<file path="src/rtl/core/lru_prepared_operand_directory_core_assert.svh">
// Assertion macros used by the prepared-operand directory core.
`ifndef LRU_PREPARED_OPERAND_DIRECTORY_CORE_ASSERT_SVH
`define LRU_PREPARED_OPERAND_DIRECTORY_CORE_ASSERT_SVH

// Same-cycle implication, switched off while reset is held.
`define LPOD_ASSERT_IMP(lbl, clk, rstn, ante, cons, msg) \
  lbl: assert property (@(posedge clk) disable iff (!rstn) (ante) |-> (cons)) \
    else $error(msg);

// Next-cycle implication, switched off while reset is held.
`define LPOD_ASSERT_NXT(lbl, clk, rstn, ante, cons, msg) \
  lbl: assert property (@(posedge clk) disable iff (!rstn) (ante) |=> (cons)) \
    else $error(msg);

`endif

</file>
<file path="src/rtl/core/lpod_pkg.sv">
// Types and constants shared by the prepared-operand directory modules.
`timescale 1ns / 1ps

package lpod_pkg;

  localparam int OP_W       = 2;
  localparam int STAMP_W    = 64;
  localparam int SLOT_OUT_W = 5;
  localparam int RCNT_W     = 17;
  localparam int ACT_W      = 6;
  localparam int CFG_IDX_W  = 4;
  localparam int CFG_DATA_W = 17;

  localparam logic [OP_W-1:0] OP_WRITE    = 2'd0;
  localparam logic [OP_W-1:0] OP_PREPARE  = 2'd1;
  localparam logic [OP_W-1:0] OP_MULTIPLY = 2'd2;

  localparam logic [CFG_IDX_W-1:0] CFG_REG_COUNT    = 4'd0;
  localparam logic [CFG_IDX_W-1:0] CFG_ACTIVE_SLOTS = 4'd1;

  // Broadcast command from the controller to every slot cell.
  typedef struct packed {
    logic inv_en;
    logic wr_en;
    logic wr_set_tag;
    logic clr_all;
  } cell_cmd_t;

  // Control part of the victim-search token that walks along the cell chain.
  typedef struct packed {
    logic vld;
    logic found_empty;
    logic have;
  } scan_ctl_t;

endpackage

</file>
<file path="src/rtl/core/lpod_cell.sv">
// One directory slot: used flag, tag, stamp and one stage of the victim search chain.
`timescale 1ns / 1ps

module lpod_cell #(
  parameter int SLOT_BITS = 5,
  parameter int TAG_W     = 16,
  parameter int IDX       = 0
) (
  input  logic                          clk,
  input  logic                          rst_n,
  input  lpod_pkg::cell_cmd_t           cmd,
  input  logic                          act,
  input  logic [TAG_W-1:0]              inv_tag,
  input  logic [TAG_W-1:0]              look_tag,
  input  logic [SLOT_BITS-1:0]          wr_idx,
  input  logic [TAG_W-1:0]              wr_tag,
  input  logic [lpod_pkg::STAMP_W-1:0]  wr_stamp,
  output logic                          match,
  input  lpod_pkg::scan_ctl_t           tok_ctl_in,
  input  logic [SLOT_BITS-1:0]          tok_idx_in,
  input  logic [lpod_pkg::STAMP_W-1:0]  tok_stamp_in,
  output lpod_pkg::scan_ctl_t           tok_ctl_out,
  output logic [SLOT_BITS-1:0]          tok_idx_out,
  output logic [lpod_pkg::STAMP_W-1:0]  tok_stamp_out
);
  import lpod_pkg::*;

  localparam logic [SLOT_BITS-1:0] MY_IDX = SLOT_BITS'(IDX);

  logic                 used_r, used_nxt;
  logic [TAG_W-1:0]     tag_r, tag_nxt;
  logic [STAMP_W-1:0]   stamp_r, stamp_nxt;
  scan_ctl_t            tctl_r, tctl_nxt;
  logic [SLOT_BITS-1:0] tidx_r, tidx_nxt;
  logic [STAMP_W-1:0]   tstamp_r, tstamp_nxt;
  logic                 inv_hit;
  logic                 sel;

  assign match   = used_r && act && (tag_r == look_tag);
  assign inv_hit = cmd.inv_en && used_r && act && (tag_r == inv_tag);
  assign sel     = cmd.wr_en && (wr_idx == MY_IDX);

  always_comb begin
    used_nxt  = used_r;
    tag_nxt   = tag_r;
    stamp_nxt = stamp_r;
    if (cmd.clr_all) begin
      used_nxt = 1'b0;
    end else if (sel && cmd.wr_set_tag) begin
      used_nxt = 1'b1;
    end else if (inv_hit) begin
      used_nxt = 1'b0;
    end
    if (sel && cmd.wr_set_tag) begin
      tag_nxt = wr_tag;
    end
    if (sel) begin
      stamp_nxt = wr_stamp;
    end
  end

  // The first empty slot wins outright; otherwise the least stamp, earliest slot on a tie.
  always_comb begin
    tctl_nxt   = tok_ctl_in;
    tidx_nxt   = tok_idx_in;
    tstamp_nxt = tok_stamp_in;
    if (tok_ctl_in.vld && act && !tok_ctl_in.found_empty) begin
      if (!used_r) begin
        tctl_nxt.found_empty = 1'b1;
        tctl_nxt.have        = 1'b1;
        tidx_nxt             = MY_IDX;
      end else if (!tok_ctl_in.have || (stamp_r < tok_stamp_in)) begin
        tctl_nxt.have = 1'b1;
        tidx_nxt      = MY_IDX;
        tstamp_nxt    = stamp_r;
      end
    end
  end

  always_ff @(posedge clk) begin
    if (!rst_n) begin
      used_r <= 1'b0;
      tctl_r <= '0;
    end else begin
      used_r <= used_nxt;
      tctl_r <= tctl_nxt;
    end
  end

  always_ff @(posedge clk) begin
    tag_r    <= tag_nxt;
    stamp_r  <= stamp_nxt;
    tidx_r   <= tidx_nxt;
    tstamp_r <= tstamp_nxt;
  end

  assign tok_ctl_out   = tctl_r;
  assign tok_idx_out   = tidx_r;
  assign tok_stamp_out = tstamp_r;

endmodule

</file>
<file path="config.mk">
export PLATFORM = sky130hd
export DESIGN_NAME = lpod_cell
export DESIGN_NICKNAME = d
export VERILOG_FILES = /design/src/rtl/core/lru_prepared_operand_directory_core_assert.svh /design/src/rtl/core/lpod_pkg.sv /design/src/rtl/core/lpod_cell.sv
export SDC_FILE = /design/constraint.sdc
export NUM_CORES = 1
export LEC_CHECK = 0
export ABC_CLOCK_PERIOD_IN_PS = 8080
export BUFFER_PORTS_ARGS = -buffer_cell sky130_fd_sc_hd__buf_2
export CORE_UTILIZATION = 49
export CTS_CLUSTER_SIZE = 24
export DETAILED_ROUTE_END_ITERATION = 6
export PLACE_DENSITY = 0.82
export REMOVE_ABC_BUFFERS = 1
export SLEW_MARGIN = 20
export SYNTH_ARGS = -nofsm -noshare
export SYNTH_HDL_FRONTEND = slang
export SYNTH_SLANG_ARGS = --single-unit
export TNS_END_PERCENT = 5
</file>
<file path="constraint.sdc">
create_clock -name clk -period 8.08 [get_ports clk]
set_clock_uncertainty 0.05 [all_clocks]
set_input_delay 0.404 -clock clk [delete_from_list [all_inputs] [get_ports clk]]
set_output_delay 0.404 -clock clk [all_outputs]
set_load 0.05 [all_outputs]
</file>
==> impl_metrics.toml, run 1 <==
[hold_path]
hold_depth = 2
hold_path_class = "in2reg"
hold_start = "cmd[0]"
worstHoldEndpoint = "used_r$_SDFFE_PP0P_"

[synthesis]
syn_avg_cell_area_sq_um = 13.8
synth_area_sq_um = 7020
synth_top_flop_cell = "edfxtp_1"
yosysWarningCount = 0
synthArstFlopShare = 0
syn_inst = 510
seq_area_frac_synth = 0.550
synth_edf_count = 80
synth_seq_cells = 153
ys_types = 43

[cts]
path_clk_slew_ns = 0.06
clock_sinks = 153
root_buffer = "clkbuf_16"
worstSkewPairLatency_ns = 0.42
cts-buffers-inserted = 17
cts_tree = "done"
cts_buffer_depth = 2
cts_hold_buf = 0
postCtsSetupBuffers = 0
cts.htree.levels = 4
cts_resized = 0

[drt]
vias = 4874
wl_per_cell_um = 16.2
drtIter0Drc = 188
ant_nets = 0
dr.pass1.iters = 4
routed_wl_mm = 15.9
remaining_drc_errors = 0
via_per_inst = 4.95

[sta]
fin_ws_ns = 4.28
min_period_over_period = 0.470
final_hold_viol_count = 0
rsz0062_at_grt = "no"
fin_hold_ws_ns = 0.0912
tightest_slew_ns = 0.892
setup_tns_ns = 0
fmax_mhz = 263
maxSlewViolCount = 0
slew-limit-headroom = 0.406
min_period_ns = 3.80
finalSetupViolCount = 0

[pwr]
p_leak_nw = 4.27
ir_drop_uv = 178
total_power_mw = 1.89
power_density_nw_per_um2 = 208

[floorplan]
io_pins = 269
dieArea_sq_um = 14800
core_area_sq_um = 13900
rows = 43
die_width_um = 122
initial_utilization = 0.504
fp.dieH_um = 122

[job]
maxCapViolCount = 0

[critical_path]
cpPeakStageDelay_ns = 0.64
cp.arrival_ns = 4.06
critPathLaunch = "stamp_r[13]$_DFFE_PP_"
reg2reg_slack_ns = 4.28
cp_max_fo = 34
path_cells = "ha_1, a21o_1, a31oi_1, nand2_1, or4_1, a211oi_2, a41o_4, buf_4, mux2_2"
critPathCaptureType = "flip-flop"
crit_required_ns = 8.34
crit_family = "compound AO/OA/AOI/OAI gates"
reg2reg_from = "stamp_r[13]$_DFFE_PP_"
cpMaxStageDelayCell = "buf_4"
cp-start-kind = "flip-flop"
cp_num_buf_inv = 1
ff2ff_path_depth = 9
rr_endpoint = "tok_stamp_out[63]$_DFF_P_"
worst-setup-path-type = "reg2reg"

[final_layout]
stdcell_count = 985
final_nets = 1051
drive_gt1_frac = 0.461
design_area_sq_um = 9090
fin_util = 0.653
layout-area-overhead-vs-synth_pct = 29.5
insertedDiodeCount = 0

[grt]
grt-ovfl-total = 0
grt_max_degree = 66
grt_pass1_wl_mm = 23.9
antenna_found_initial = 1
track_usage = 0.218
grt_pass1_vias = 5075

[placement]
place_ws_ns = 4.11
placed_area_sq_um = 8490
placed_cells = 953
port_buffers = 268
gp_congestion = 0.818
dp_hpwl_mm = 12.4

[run_status]
status = "complete, no violations"
## synthesized netlist by cell type (2+ instances only)
library cell  instances  area (sq um)
a221oi_1              2          17.5
nand3_1              10          50.1
ha_1                 63           788
o21ai_0               6          30.0
nor3_1                2          10.0
mux2_2                4          45.0
xnor2_1              28           245
a21o_1                5          37.5
nand4_1              20           125
a2111oi_0             3          26.3
a21oi_1              22           110
inv_1                65           244
edfxtp_1             80          2400
buf_12                6           120
dfxtp_1              73          1460
nor2_1                5          18.8
a211oi_1              2          15.0
and2_1                7          43.8
nor4_1                6          37.5
o21a_1                2          15.0
mux2_4               60           901
nand2_1              15          56.3
xor2_1                4          35.0
## layout make-up
| cell class | instances | area [sq um] |
|---|---|---|
| flip-flops and latches | 153 | 3860 |
| repair buffers | 270 | 1360 |
| clock inverters | 12 | 148 |
| clock buffers | 20 | 457 |
| fillers | 1085 | 4840 |
| multi-input cells | 285 | 2800 |
| inverters | 65 | 244 |
| well taps | 180 | 225 |
## metal layers
metal	share of wire	vias to the layer above	wire, um	GRT usage
met5	0.00069	-	11	0
met4	0.017	2	271	0.0833
met3	0.077	21	1230	0.0754
met2	0.52	207	8230	0.399
met1	0.39	2243	6190	0.228
li1	-	2401	-	-
## cells in the final DEF (no fill, tap or decap), drive strengths merged, types with 4 or more instances in the layout
cell type  Yosys  routed
a2111oi        4       4
a21o           5       5
a21oi         22      22
and2           7       7
buf            7     270
clkbuf         0      20
clkinv         0       5
dfxtp         73      73
edfxtp        80      80
ha            63      63
inv           65      66
mux2          64      64
nand2         15      15
nand3         10      10
nand4         20      20
nor2           5       5
nor4           6       6
o21ai          6       6
xnor2         28      28
xor2           4       4
## worst max-delay path by stage
stage,endpoint,depth (start not counted)
final,tok_stamp_out[63]$_DFF_P_,9
after global routing,tok_stamp_out[63]$_DFF_P_,9
after CTS,tok_stamp_out[63]$_DFF_P_,9
after detailed placement,tok_stamp_out[63]$_DFF_P_,11
after global placement,tok_stamp_out[63]$_DFF_P_,11
after floorplan,tag_r[0]$_DFFE_PP_,3
## cells by family after synthesis
group / Yosys count / share of synthesized area
AO/OA/AOI/OAI: 53 / 0.0508
buffers and inverters: 72 / 0.0534
multiplexers: 64 / 0.135
XOR/XNOR: 32 / 0.0399
adder cells (fa/ha/maj): 63 / 0.112
AND/OR/NAND/NOR: 73 / 0.0588
flip-flops: 153 / 0.550
## flip-flops by register name (all words and copies together) (netlist names)
name           count
stamp_r           64
tag_r             16
tok_ctl_out        3
tok_idx_out        5
tok_stamp_out     64
used_r             1
## report_power, final
part / total (mW) / internal, mW / switching [mW]
clock network: 0.808 / 0.500 / 0.308
registers: 0.849 / 0.841 / 0.00810
logic: 0.229 / 0.0938 / 0.136
total: 1.89 / 1.44 / 0.452
Power figures use the tool's default switching activity.
==> inputs of run 2 (changes only) <==
- ABC_CLOCK_PERIOD_IN_PS: 8080 -> 3400
- CORE_UTILIZATION: 49 -> 45
- PLACE_DENSITY: 0.82 -> 0.79
- clock period: 8.08 -> 3.4 ns (I/O delays scaled with it)
==> run 2 against run 1 <==
  * Critical path depth is 3 higher
  * Sequential cell count stayed put
  * Power is 140% higher
  * Cell count is 17% higher
  * First-iteration DRC count is 35% higher
  * Die area is 8.7% higher
  * Register-to-register slack worse by 4.0 ns
  * Clock-buffer cell count is 1 higher
  * Worst hold slack better by 0.098 ns
  * Largest cell class unchanged
  * Highest routed layer is now met4
==> impl_metrics.toml, run 2 (synthesized netlist as in run 1, its figures left out) <==
[floorplan]
die_width_um = 127
initial_utilization = 0.462
core_area_sq_um = 15200
fp.dieH_um = 127
io_pins = 269
rows = 45
dieArea_sq_um = 16100

[drt]
drtIter0Drc = 253
routed_wl_mm = 20.3
dr.pass1.iters = 4
vias = 5763
wl_per_cell_um = 17.6
remaining_drc_errors = 0
ant_nets = 0
via_per_inst = 5.00

[placement]
gp_congestion = 0.763
port_buffers = 268
placed_cells = 964
dp_hpwl_mm = 12.7
placed_area_sq_um = 8550

[final_layout]
final_nets = 1210
final_cell_mix = "buf_2, dlygate4sd3_1, edfxtp_1"
design_area_sq_um = 10700
drive_gt1_frac = 0.389
stdcell_count = 1153
layout-area-overhead-vs-synth_pct = 52.3
mostFrequentLayoutCell = "buf_2"

[grt]
grt-ovfl-total = 0
antenna_found_initial = 1
grt_max_degree = 65
grt_pass1_wl_mm = 31.1
grt_pass1_vias = 6460
track_usage = 0.257

[critical_path]
critPathCaptureType = "flip-flop"
crit_required_ns = 3.65
cp.arrival_ns = 3.37
ff2ff_path_depth = 9
reg2reg_slack_ns = 0.32
worst-setup-path-type = "in2reg"
cp_max_fo = 37
cp-start-kind = "primary input"

[pwr]
power_density_nw_per_um2 = 430
ir_drop_uv = 343
p_leak_nw = 4.93

[cts]
cts_hold_buf = 156
postCtsSetupBuffers = 0
cts_buffer_depth = 2
cts.htree.levels = 4
clock_sinks = 153
worstSkewPairLatency_ns = 0.42
path_clk_slew_ns = 0.07
cts_tree = "done"
cts_resized = 0
cts-buffers-inserted = 17
root_buffer = "clkbuf_16"

[sta]
final_hold_viol_count = 0
rsz0062_at_grt = "no"
min_period_over_period = 0.918
finalSetupViolCount = 0
tightest_slew_ns = 0.907
fmax_mhz = 320
min_period_ns = 3.12
maxSlewViolCount = 0
slew-limit-headroom = 0.395

[hold_path]
hold_path_class = "in2reg"
hold_depth = 3

[job]
maxCapViolCount = 0

[run_status]
status = "complete, no violations"
-- run 2: worst paths after layout --
| path | start | end |
|---|---|---|
| max | tok_stamp_in[13] | tok_stamp_out[63]$_DFF_P_ |
| min | tok_ctl_in[1] | tok_ctl_out[0]$_SDFF_PN0_ |
| max reg2reg | stamp_r[60]$_DFFE_PP_ | tok_stamp_out[35]$_DFF_P_ |
| min reg2reg | stamp_r[10]$_DFFE_PP_ | tok_stamp_out[10]$_DFF_P_ |
-- run 2: cell type report --
cell class / instances / area (sq um)
fillers: 973 / 4510
flip-flops and latches: 153 / 3860
inverters: 65 / 244
well taps: 188 / 235
diodes: 1 / 2.50
repair buffers: 429 / 2970
clock buffers: 21 / 460
clock inverters: 11 / 123
multi-input cells: 285 / 2800
-- run 2: stage by stage --
stage | power [mW] | worst slack, ns | hold WS (ns) | util | setup TNS (ns)
after floorplan | 2.39 | -3.10 | 0.196 | - | -285.51
after global placement | 2.60 | 0.300 | 0.286 | 0.562 | 0
after detailed placement | 2.61 | 0.280 | 0.283 | 0.562 | 0
after CTS | 4.60 | 0.256 | 0.135 | 0.703 | 0
after global routing | 4.75 | 0.0827 | 0.175 | 0.703 | 0
final | 4.60 | 0.280 | 0.189 | 0.703 | 0
-- run 2: critical path, stage by stage --
cell           delay (ns)
dlygate4sd3_1        0.53
buf_2                0.12
inv_1                0.04
ha_1                 0.30
a21o_1               0.17
a31oi_1              0.19
nand2_1              0.07
or4_1                0.54
a211oi_2             0.26
a41o_4               0.29
buf_12               0.28
mux2_2               0.37
-- run 2: per-layer routing --
| layer | vias to the layer above | wire [um] | global-route usage |
|---|---|---|---|
| met2 | 263 | 11000 | 0.495 |
| met3 | 74 | 1300 | 0.0768 |
| met1 | 2705 | 7090 | 0.241 |
| li1 | 2721 | - | - |
| met5 | - | 0 | 0 |
| met4 | 0 | 916 | 0.145 |
-- run 2: power breakdown --
group / switching [mW] / total [mW] / internal [mW]
registers: 0.0188 / 2.02 / 2.00
clock network: 0.757 / 1.88 / 1.12
logic: 0.368 / 0.710 / 0.342
total: 1.14 / 4.60 / 3.46
==> inputs of run 3 (changes only) <==
- CTS_CLUSTER_DIAMETER: unset -> 200
- RECOVER_POWER: unset -> 50
==> run 3 against run 2 <==
  * Register-to-register slack hardly changed
  * Clock-buffer cell count stayed put
  * Sequential share of layout area is 0.35 points higher
  * Power is 0.26% lower
  * Utilization is 0.67 points lower
  * Wire length is 0.27% higher
  * Sequential power hardly changed
  * Combinational power is 2% lower
  * Critical path type unchanged
  * Highest routed layer unchanged
==> impl_metrics.toml, run 3 (synthesized netlist as in run 1, its figures left out) <==
[critical_path]
cpMaxStageDelayCell = "or4_1"
critPathCaptureType = "flip-flop"
crit_required_ns = 3.65
worst-setup-path-type = "in2reg"
critPathLaunch = "tok_stamp_in[13]"
cp_max_fo = 37
cpPeakStageDelay_ns = 0.54
cp.arrival_ns = 3.38
cp-start-kind = "primary input"
reg2reg_from = "stamp_r[13]$_DFFE_PP_"
path_cells = "dlygate4sd3_1, buf_2, inv_1, ha_1, a21o_1, a31oi_1, nand2_1, or4_1, a211oi_2, a41o_4, buf_12, mux2_2"

[drt]
drtIter0Drc = 245
routed_wl_mm = 20.4
remaining_drc_errors = 0
via_per_inst = 5.00
wl_per_cell_um = 17.7
dr.pass1.iters = 4
vias = 5768
ant_nets = 0

[grt]
antenna_found_initial = 1
grt_pass1_wl_mm = 31.1
track_usage = 0.257
grt_pass1_vias = 6460
grt-ovfl-total = 0
grt_max_degree = 65

[run_status]
status = "complete, no violations"

[floorplan]
rows = 45
core_area_sq_um = 15200
dieArea_sq_um = 16100
fp.dieH_um = 127
die_width_um = 127
initial_utilization = 0.462
io_pins = 269

[pwr]
power.share.combinational = 0.152
ir_drop_uv = 337
clockPowerShare = 0.409
p_sw_frac = 0.250
switchingPower_mw = 1.15
p_leak_nw = 4.70
seq_power_share = 0.440
power_density_nw_per_um2 = 433
intPower_mw = 3.44

[sta]
finalSetupViolCount = 0
min_period_ns = 3.13
slew-limit-headroom = 0.391
final_hold_viol_count = 0
maxSlewViolCount = 0
setup_tns_ns = 0
fmax_mhz = 320
rsz0062_at_grt = "no"
tightest_slew_ns = 0.914
min_period_over_period = 0.920

[placement]
dp_hpwl_mm = 12.7
placed_area_sq_um = 8550
placed_cells = 964
gp_congestion = 0.763
port_buffers = 268

[final_layout]
design_area_sq_um = 10600
mostFrequentLayoutCell = "buf_2"
stdcell_count = 1153
fillCellCount = 1026
final_cell_mix = "buf_2, dlygate4sd3_1, clkbuf_1"
layout-area-overhead-vs-synth_pct = 50.8
drive_gt1_frac = 0.304
multi_input_area_sq_um = 2800
final_nets = 1210
seqCellArea_sq_um = 3860

[hold_path]
hold_path_class = "in2reg"
hold_start = "tok_ctl_in[1]"

[cts]
root_buffer = "clkbuf_16"
cts_hold_buf = 156
cts_resized = 0
cts_tree = "done"
cts_buffer_depth = 2
postCtsSetupBuffers = 0
worstSkewPairLatency_ns = 0.42
cts.htree.levels = 4
clock_sinks = 153
cts-buffers-inserted = 17
path_clk_slew_ns = 0.06

[job]
maxCapViolCount = 0
-- run 3: cell count changes in the layout (fill, tap and decap cells not counted), sizes merged --
cell    before  now
buf        273  191
clkbuf      21  103
-- run 3: power by group through the flow --
stage | sequential [mW] | combinational, mW | clock (mW)
3_5_place_dp | 2.06 | 0.550 | 0
5_1_grt | 2.02 | 0.743 | 1.97
3_3_place_gp | 2.06 | 0.540 | 0
2_1_floorplan | 2.22 | 0.164 | 0
4_1_cts | 2.02 | 0.693 | 1.89
6_report | 2.02 | 0.696 | 1.88
-- run 3: path summary, 6_finish.rpt --
kind	endpoint	slack, ns	cells after the start
max reg2reg	tok_stamp_out[63]$_DFF_P_	0.32	9
max	tok_stamp_out[63]$_DFF_P_	0.27	12
min	tok_ctl_out[0]$_SDFF_PN0_	0.21	3
min reg2reg	tok_stamp_out[10]$_DFF_P_	0.45	1
-- run 3: cell type report --
| type | count | area share |
|---|---|---|
| flip-flops and latches | 153 | 0.365 |
| repair buffers | 429 | 0.270 |
| multi-input cells | 285 | 0.264 |
| clock buffers | 21 | 0.0435 |
| inverters | 65 | 0.0230 |
| well taps | 188 | 0.0222 |
| clock inverters | 11 | 0.0116 |
| diodes | 1 | 0.000236 |
-- run 3: through the flow --
stage	util	power [mW]	setup slack (ns)	hold slack, ns
6_report	0.697	4.59	0.271	0.207
5_1_grt	0.697	4.73	0.0827	0.175
4_1_cts	0.703	4.60	0.256	0.135
3_5_place_dp	0.562	2.61	0.280	0.283
3_3_place_gp	0.562	2.60	0.300	0.286
2_1_floorplan	-	2.39	-3.10	0.196
-- run 3: critical path: cells and delay by family --
family	cells	cell delay, ns
buffers and inverters	4	0.96
multiplexers	1	0.37
AND/OR/NAND/NOR	2	0.61
adder cells (fa/ha/maj)	1	0.30
AO/OA/AOI/OAI	4	0.91
-- run 3: per-layer routing --
| layer | track usage | vias to the layer above | share of wire |
|---|---|---|---|
| li1 | - | 2723 | - |
| met1 | 0.241 | 2714 | 0.35 |
| met2 | 0.495 | 261 | 0.54 |
| met3 | 0.0768 | 70 | 0.063 |
| met4 | 0.145 | 0 | 0.045 |
| met5 | 0 | - | 0 |
